### src/sv/cbb_pkg.sv
// ----------------------------------------------------------------------------
// cbb_pkg
// Shared constants and types of the circular byte buffer: store geometry,
// field widths, the queued item and the result record.
// ----------------------------------------------------------------------------
`default_nettype none

package cbb_pkg;

	// Store geometry and burst limit
	localparam int STORE_DEPTH    = 1024;
	localparam int MAX_READ_BURST = 64;
	localparam int ADDR_W         = $clog2(STORE_DEPTH);

	// Field widths
	localparam int CNT_W   = 11;
	localparam int BURST_W = 7;
	localparam int BYTE_W  = 8;

	// Operation codes of the func field
	localparam logic FUNC_WRITE = 1'b0;
	localparam logic FUNC_READ  = 1'b1;

	// One classified item waiting for the back end
	typedef struct packed {
		logic               is_read;
		logic [BYTE_W-1:0]  data;
		logic               last;
		logic [BURST_W-1:0] count;
	} item_t;

	// Head of the item queue as seen by the back end
	typedef struct packed {
		logic  valid;
		item_t item;
	} queue_head_t;

	// One result record, without the data byte
	typedef struct packed {
		logic             is_read;
		logic             valid;
		logic [CNT_W-1:0] moved;
		logic             last;
		logic [CNT_W-1:0] fill;
		logic [CNT_W-1:0] free;
	} result_t;

endpackage

`default_nettype wire

### src/sv/cbb_front.sv
// ----------------------------------------------------------------------------
// cbb_front
// Accepts items, classifies them (write or read, read length clamped to the
// burst limit) and holds them in a two-entry queue for the back end.
// ----------------------------------------------------------------------------
`default_nettype none

module cbb_front
	import cbb_pkg::*;
(
	input  wire logic               clk,
	input  wire logic               arst_n,
	input  wire logic               start,
	output logic                    busy,
	input  wire logic               func,
	input  wire logic [BYTE_W-1:0]  write_byte,
	input  wire logic               write_last,
	input  wire logic [BURST_W-1:0] read_count,
	output queue_head_t             head,
	input  wire logic               pop
);

	item_t      entry_q [2];
	logic       wr_ptr_q;
	logic       rd_ptr_q;
	logic [1:0] cnt_q;
	logic       push;
	item_t      item_in;

	// Classify the incoming item
	always_comb begin
		item_in.is_read = (func == FUNC_READ);
		item_in.data    = write_byte;
		item_in.last    = write_last;
		if (read_count > BURST_W'(MAX_READ_BURST))
			item_in.count = BURST_W'(MAX_READ_BURST);
		else
			item_in.count = read_count;
	end

	assign busy = (cnt_q == 2'd2);
	assign push = start && !busy;

	// Store the entry
	always_ff @(posedge clk) begin
		if (push)
			entry_q[wr_ptr_q] <= item_in;
	end

	// Advance pointers and fill count
	always_ff @(posedge clk or negedge arst_n) begin
		if (!arst_n) begin
			wr_ptr_q <= 1'b0;
			rd_ptr_q <= 1'b0;
			cnt_q    <= 2'd0;
		end else begin
			if (push)
				wr_ptr_q <= !wr_ptr_q;
			if (pop)
				rd_ptr_q <= !rd_ptr_q;
			case ({push, pop})
				2'b10:   cnt_q <= cnt_q + 2'd1;
				2'b01:   cnt_q <= cnt_q - 2'd1;
				default: cnt_q <= cnt_q;
			endcase
		end
	end

	assign head.valid = (cnt_q != 2'd0);
	assign head.item  = entry_q[rd_ptr_q];

endmodule

`default_nettype wire

### config.mk
export PLATFORM = sky130hd
export DESIGN_NAME = cbb_front
export DESIGN_NICKNAME = d
export VERILOG_FILES = /design/src/sv/cbb_pkg.sv /design/src/sv/cbb_front.sv
export SDC_FILE = /design/constraint.sdc
export NUM_CORES = 1
export LEC_CHECK = 0
export BUFFER_PORTS_ARGS = -buffer_cell sky130_fd_sc_hd__buf_4
export CORE_MARGIN = 5
export CORE_UTILIZATION = 45
export DETAILED_ROUTE_END_ITERATION = 16
export PLACE_DENSITY = 0.67
export SLEW_MARGIN = 0
export SYNTH_ARGS = -nofsm -noshare
export SYNTH_HDL_FRONTEND = slang
export SYNTH_SLANG_ARGS = --single-unit
### constraint.sdc
create_clock -name clk -period 2.6 [get_ports clk]
set_clock_uncertainty 0.15 [all_clocks]
set_input_delay 0.39 -clock clk [delete_from_list [all_inputs] [get_ports clk]]
set_output_delay 0.39 -clock clk [all_outputs]
set_load 0.02 [all_outputs]
==> results of run 1 <==
==> metal layers <==
metal	vias to the layer above	global-route usage, %
met5	-	0
met4	0	5.96
met3	4	4.60
met2	25	16.4
met1	369	12.6
li1	377	-
==> synthesized netlist by cell type (2+ instances only) <==
master,number,share of area [%]
edfxtp_1,34,68
mux2_4,9,9.0
mux2_2,8,6.0
nor2b_1,6,2.5
dfrtp_1,4,6.6
xnor2_1,3,1.7
nor2_1,2,0.50
xor2_1,2,1.2
==> power by group <==
part / total [mW] / switching (mW) / internal [mW]
clock network: 0.271 / 0.168 / 0.103
logic: 0.854 / 0.430 / 0.423
registers: 0.899 / 0.0554 / 0.843
==> registers in the layout, summed over array words and instances, names as in the netlist <==
signal	cells
entry_q	34
wr_ptr_q	1
rd_ptr_q	1
cnt_q	2
==> worst max-delay path: stages, from the launching register on <==
cell     delay, ps
dfrtp_1        380
buf_4          290
mux2_2         370
buf_4          160
==> per-stage QoR <==
stage / hold slack (ps) / instances / utilization, %
6_report: 86.5 / 171 / 58.2
5_1_grt: 51.1 / 171 / 58.2
4_1_cts: 68.3 / 171 / 58.2
3_5_place_dp: 39.6 / 162 / 56.3
3_3_place_gp: 38.1 / 162 / 56.3
2_1_floorplan: -55.6 / 77 / -
==> kinds of logic after synthesis <==
family,after synthesis,share of synthesized area [%]
buffers and inverters,4,2.57
AND/OR/NAND/NOR,12,4.48
XOR/XNOR,5,2.90
flip-flops,38,74.3
multiplexers,17,14.9
adder cells (fa/ha/maj),1,0.829
==> how the worst min path moves through the flow <==
stage	to	slack, ps	depth (start not counted)
global route	entry_q[0][16]$_DFFE_PP_	50	1
CTS	entry_q[0][16]$_DFFE_PP_	70	1
global placement	cnt_q[1]$_DFFE_PN0P_	40	1
finish	entry_q[1][16]$_DFFE_PP_	90	1
floorplan	cnt_q[0]$_DFFE_PN0P_	-60	0
detailed placement	cnt_q[0]$_DFFE_PN0P_	40	1
==> cell type report <==
cell class / instances / area share (%)
multi-input combinational: 35 / 18.4
timing repair buffer: 43 / 17.0
inverter: 1 / 0.196
sequential: 38 / 58.7
tap: 46 / 3.01
clock buffer: 6 / 2.16
clock inverter: 2 / 0.524
==> what timing repair did <==
action | in CTS | in global routing
setup buffers | 0 | 0
endpoints found under the setup margin | 0 | 0
hold buffers | 1 | 0
hold endpoints to repair | 4 | 0
==> impl_summary.log, run 1 <==
INFO  metric grt_max_degree = 18
INFO  metric final-max-slew-violation-count = 0
INFO  metric setup_violations = 0
INFO  metric clockBufferDepth = 2
INFO  metric timing.critical_path.required = 2060 ps
INFO  metric synthesis.yosys.warnings = 0
INFO  metric power = 2.02 mW
INFO  metric fillers = 256
INFO  metric outcome = complete, no violations
INFO  metric die_x = 67.9 µm
INFO  metric detailroute.wirelength.met3 = 173 µm
INFO  metric grt_overflow_total = 0
INFO  metric power_per_cell_area = 1060 nW/µm²
INFO  metric cts-resized-gates = 0
INFO  metric setup_tns = 0 ps
INFO  metric postLayoutSetupSlackWorst = 534 ps
INFO  metric critPathCapture = head[3]
INFO  metric starting_density_of_the_core = 45.9%
INFO  metric post_route_cells_drive_above_1_share = 54.4%
INFO  metric min_from = func
INFO  metric viasPerCell = 4.53
INFO  metric r2r_slack = 1050 ps
INFO  metric synth_top_flop_cell = edfxtp_1
INFO  metric max_freq = 0.484 GHz
INFO  metric rsz0062_at_grt = false
INFO  metric cts_buffers = 5
INFO  metric worstSetupStartpoint = rd_ptr_q$_DFFE_PN0P_
INFO  metric place_area = 1850 µm²
INFO  metric leakage = 0.770 nW
INFO  metric clk_pin_slew_worst_paths = 110 ps
INFO  metric route.final.wire_length = 2240 µm
INFO  metric detailroute.via_count = 775
INFO  metric cts_sinks = 38
INFO  metric grt_usage = 10.7%
INFO  metric maxUsedRoutingLayer = met4
INFO  metric final_cell_area = 1910 µm²
INFO  metric synth_seq_area_share = 74.3%
INFO  metric timing_worst_setup_path_type = flip-flop to output port
INFO  metric detail_route.wirelength.met1 = 896 µm
INFO  metric hold_viol_final = 0
INFO  metric crit-reg2reg-capture = cnt_q[1]$_DFFE_PN0P_
INFO  metric tritoncts = yes
INFO  metric drt-initial-drc-count = 17
INFO  metric tightest_slew = 268 ps
INFO  metric dp_worst_setup_slack = 873 ps
INFO  metric maximum_level_of_the_cts_h_tree = 2
INFO  metric synth_area = 1510 µm²
INFO  metric std_cell_rows = 21
INFO  metric ant_nets = 0
INFO  metric drv.max_cap_violation_count = 0
INFO  metric vdd_drop_max = 0.000586 V
INFO  metric wl_per_cell = 13.1 µm
INFO  metric start_kind = flip-flop
INFO  metric avgSynthCellArea = 19.6 µm²
INFO  metric period_share = 79.5%
INFO  metric dr.pass1.iters = 2
INFO  metric chipHeight = 67.9 µm
INFO  metric clock_tree.root_cell = clkbuf_4
INFO  metric min-delay-path-class = input pin to flip-flop
INFO  metric timing.slew.headroom = 82.1%
INFO  metric most-common-layout-cells = buf_4 (42), edfxtp_1 (34), mux2_4 (9)
INFO  metric edff_count_synth = 34
INFO  metric antenna_found_initial = 0
INFO  metric design.core.area = 3280 µm²
INFO  metric synthCells = 77
INFO  metric insertion_delay = 320 ps
INFO  metric yosys_register_bits = 38
INFO  metric reg2reg_depth = 5
INFO  metric netlist-cell-type-count = 17
INFO  metric async_flop_share = 10.5%
INFO  metric drcViolationCount = 0
INFO  metric fin_nets = 146
INFO  metric syn_to_final_growth = 26.6%
INFO  metric detailroute.wirelength.met2 = 1140 µm
INFO  metric antenna_cells_inserted = 0
INFO  metric detailedPlacementHpwl = 1610 µm
INFO  metric place.port_buffers = 39
INFO  metric worst_ep_arrival_time = 1530 ps
INFO  metric final_common_cell = buf_4
INFO  metric die_area = 4610 µm²
INFO  metric multiInputGateArea = 352 µm²
INFO  metric grt_first_pass_wirelength = 3450 µm
INFO  metric mappedNetlistNets = 99
INFO  metric category_of_the_worst_setup_path_capture_point = output port
INFO  metric crit_path_time_final = 2070 ps
INFO  metric routabilityCongestion = 0.677
INFO  metric regToRegStartpoint = cnt_q[0]$_DFFE_PN0P_
INFO  metric ff_latch_area = 1120 µm²
INFO  metric boundaryPins = 40
INFO  metric critical_path.max_fanout = 17
INFO  metric grt_pass1_vias = 785
Note: power is estimated with default switching activity, not from simulation.
==> inputs of run 2 (changes only) <==
Settings changed: ABC_AREA set to 1.
Clock period 2.6 ns to 1.95 ns, I/O delays scaled along.
==> run 2 against run 1 <==
Against the previous run: combinational power rose by 43%; critical path depth did not move; critical endpoint unchanged; critical path type unchanged; first-iteration DRC count rose by 71%.
==> impl_summary.log, run 2 <==
INFO  metric outcome = complete, no violations
INFO  metric maximum_level_of_the_cts_h_tree = 2 (unchanged)
INFO  metric clockBufferDepth = 2 (unchanged)
INFO  metric worstPathBufferInverterCount = 2 (unchanged)
INFO  metric viasPerCell = 4.65 (+2.7%)
INFO  metric setup_violations = 0 (unchanged)
INFO  metric yosys_register_bits = 38 (unchanged)
INFO  metric dp_cells = 181 (+12%)
INFO  metric synthCells = 96 (+25%)
INFO  metric insertion_delay = 330 ps (about the same)
INFO  metric fin_nets = 177 (+21%)
INFO  metric synth_area = 1560 µm² (+3.4%)
INFO  metric detailroute.via_count = 940 (+21%)
INFO  metric async_flop_share = 10.5% (unchanged)
INFO  metric fillers = 266 (+3.9%)
INFO  metric setup_tns = 0 ps (unchanged)
INFO  metric max_flop_register = entry_q
INFO  metric route.final.wire_length = 2690 µm (+20%)
INFO  metric whs_endpoint = entry_q[1][6]$_DFFE_PP_
INFO  metric synth_top_flop_cell = edfxtp_1
INFO  metric max_freq = 0.533 GHz
INFO  metric power_per_cell_area = 1330 nW/µm² (+26%)
INFO  metric reg2reg_depth = 6 (+1)
INFO  metric multiInputGateArea = 359 µm² (+2.1%)
INFO  metric place.port_buffers = 39 (unchanged)
INFO  metric netlist_top_cells_area = edfxtp_1 (65%), mux2_4 (8.7%), dfrtp_1 (6.4%), mux2_2 (5.8%), inv_1 (2.9%)
INFO  metric crit-reg2reg-capture = cnt_q[1]$_DFFE_PN0P_
INFO  metric slowest_delay = 410 ps (+30 ps)
INFO  metric timing_worst_setup_path_type = flip-flop to output port
INFO  metric wl_per_cell = 13.3 µm (+1.8%)
INFO  metric timing.slew.headroom = 84.1% (+2.0 points)
INFO  metric min-delay-path-class = input pin to flip-flop
INFO  metric regToRegStartpoint = cnt_q[0]$_DFFE_PN0P_
INFO  metric detail_route.wirelength.met1 = 1010 µm (+13%)
INFO  metric clk_pin_slew_worst_paths = 100 ps (about the same)
INFO  metric synth_most_common_cell = edfxtp_1
INFO  metric critical_path_depth = 3 (unchanged)
INFO  metric std_cell_rows = 21 (unchanged)
INFO  metric power = 2.78 mW (+37%)
INFO  metric critical_path.cell_chain = buf_12 > mux2_2 > buf_4
INFO  metric path_delay_family = flip-flops
INFO  metric rsz0062_at_grt = false
INFO  metric die_x = 68.9 µm (+1.4%)
INFO  metric detailroute.wirelength.met3 = 191 µm (+10%)
INFO  metric comb_power_share = 44.0% (+1.8 points)
INFO  metric critical_path.max_fanout = 17 (unchanged)
INFO  metric leakage = 0.886 nW (+15%)
INFO  metric synth_seq_area_share = 71.9% (-2.4 points)
INFO  metric internal_power = 1.85 mW (+35%)
INFO  metric grt_first_pass_wirelength = 4170 µm (+21%)
INFO  metric detailroute.wirelength.met2 = 1460 µm (+28%)
INFO  metric netlist.area_leader.share = 65.4% (-2.2 points)
INFO  metric netlist-cell-type-count = 18 (+1)
INFO  metric synthTopCellsByCount = edfxtp_1 (34), inv_1 (12), mux2_4 (9)
INFO  metric mappedNetlistNets = 118 (+19%)
INFO  metric avgSynthCellArea = 16.3 µm² (-17%)
INFO  metric tritoncts = yes
INFO  metric grt_overflow_total = 0 (unchanged)
INFO  metric largest_area_contributor_in_the_synthesized_netlist = edfxtp_1
INFO  metric ant_nets = 0 (unchanged)
INFO  metric ff_latch_area = 1120 µm² (unchanged)
INFO  metric chipHeight = 68.9 µm (+1.4%)
INFO  metric cts_sinks = 38 (unchanged)
INFO  metric dr.pass1.iters = 4 (+2)
INFO  metric routabilityCongestion = 0.686 (+1.4%)
INFO  metric grt_pass1_vias = 968 (+23%)
INFO  metric period_share = 96.2%
INFO  metric worstSetupStartpoint = rd_ptr_q$_DFFE_PN0P_
INFO  metric pwr-share-seq = 42.9% (-1.5 points)
INFO  metric post_route_cells_drive_above_1_share = 42.3% (-12 points)
INFO  metric antenna_found_initial = 0 (unchanged)
INFO  metric syn_to_final_growth = 33.8%
INFO  metric synthesis.yosys.warnings = 0 (unchanged)
INFO  metric clkPwrFrac = 13.1% (-0.3 points)
INFO  metric timing.critical_path.required = 1510 ps (-550 ps)
INFO  metric clock_tree.root_cell = clkbuf_4
INFO  metric final-max-slew-violation-count = 0 (unchanged)
INFO  metric starting_density_of_the_core = 46.8% (+0.81 points)
INFO  metric boundaryPins = 40 (unchanged)
INFO  metric crit_path_time_final = 1880 ps
INFO  metric hold_viol_final = 0 (unchanged)
INFO  metric design.core.area = 3340 µm² (+1.6%)
INFO  metric maxUsedRoutingLayer = met4
INFO  metric drcViolationCount = 0 (unchanged)
INFO  metric detailedPlacementHpwl = 1860 µm (+16%)
INFO  metric edff_count_synth = 34 (unchanged)
INFO  metric vdd_drop_max = 0.000859 V (+47%)
INFO  metric worst_ep_arrival_time = 1430 ps (-100 ps)
INFO  metric antenna_cells_inserted = 0 (unchanged)
INFO  metric largest_register_ff_count = 34 (unchanged)
INFO  metric tightest_slew = 237 ps (-31.5 ps)
INFO  metric drv.max_cap_violation_count = 0 (unchanged)
INFO  metric drt-initial-drc-count = 29 (+12)
INFO  metric grt_max_degree = 18 (unchanged)
INFO  metric final_common_cell = buf_4
INFO  metric timing.critical_path.slowest_stage_cell = dfrtp_1
INFO  metric cts_buffers = 5 (unchanged)
INFO  metric start_kind = flip-flop
INFO  metric switching_share = 33.3% (+0.96 points)
INFO  metric category_of_the_worst_setup_path_capture_point = output port
INFO  metric most-common-layout-cells = buf_4 (42), edfxtp_1 (34), inv_1 (12), dlygate4sd3_1 (12), mux2_4 (9)
INFO  metric grt_usage = 12.6% (+1.9 points)
INFO  metric power_switching = 0.926 mW (+41%)
INFO  metric min_from = read_count[6]
INFO  metric r2r_slack = 420 ps (-630 ps)
INFO  metric hold_path_depth = 1 (unchanged)
INFO  metric die_area = 4750 µm² (+2.9%)
INFO  metric top_regs = entry_q x34, cnt_q x2
INFO  metric post_layout_nonfiller_instances = 202 (+18%)
[run 2: cell types whose count changed in the layout (fill, tap and decap cells not counted), moves of 2 or more]
cell,change
nand2_1,+6
dlygate4sd3_1,+11
xnor2_1,-2
nor2b_1,-6
nand3_1,+2
nor2_1,+4
inv_1,+11
a21oi_1,+6
[run 2: how the worst max path moves through the flow]
| stage | to | slack (ps) |
|---|---|---|
| final | head[3] | 70 |
| after CTS | head[3] | 40 |
| after global routing | head[11] | 7 |
| after detailed placement | head[3] | 410 |
| after global placement | head[3] | 430 |
| after floorplan | entry_q[1][0]$_DFFE_PP_ | 100 |
[run 2: power by group through the flow]
stage / Combinational (mW) / Clock, mW / Sequential (mW)
after global routing: 1.30 / 0.425 / 1.21
after detailed placement: 1.20 / 0 / 1.22
after global placement: 1.18 / 0 / 1.20
after CTS: 1.22 / 0.379 / 1.20
after floorplan: 0.814 / 0 / 1.19
final: 1.22 / 0.363 / 1.19
[run 2: what timing repair did]
action                                  CTS  global route
endpoints found under the setup margin    0             5
setup buffers                             0             1
hold endpoints to repair                 25             0
hold buffers                             12             0
resized for setup                         0             0
[run 2: area by class of cell]
type / count / area share (%)
Inverter: 12 / 2.16
Timing Repair Buffer: 55 / 21.8
Tap cell: 46 / 2.76
Sequential cell: 38 / 53.7
Clock inverter: 2 / 0.419
Clock buffer: 6 / 1.98
Multi-Input combinational cell: 43 / 17.2
[run 2: cells by family (layout without fill, tap and decap cells)]
group	count (synthesis)	in the layout	synth area share (%)
DFF	38	38	71.9
muxes	17	17	14.4
and+or+nand+nor	15	15	3.93
buffers and inverters	15	75	5.13
AOI/OAI and AO/OA	8	8	2.73
xor gates and xnor gates	2	2	1.12
adders and majority gates	1	1	0.802
[run 2: metrics by stage]
stage / hold slack [ps] / area (µm²) / util, % / worst slack [ps]
after floorplan: -153 / 1560 / - / 96.1
after global placement: -58.4 / 1910 / 57.3 / 433
after detailed placement: -56.5 / 1910 / 57.3 / 415
after CTS: 42.8 / 2080 / 62.4 / 38.3
after global routing: 28.7 / 2090 / 62.6 / 6.72
final: 55.6 / 2090 / 62.6 / 75.0
[run 2: per-layer routing]
metal,global-route usage (%),vias up
met4,4.38,0
met3,4.86,5
met1,12.3,451
met2,23.9,25
li1,-,459
met5,0,-
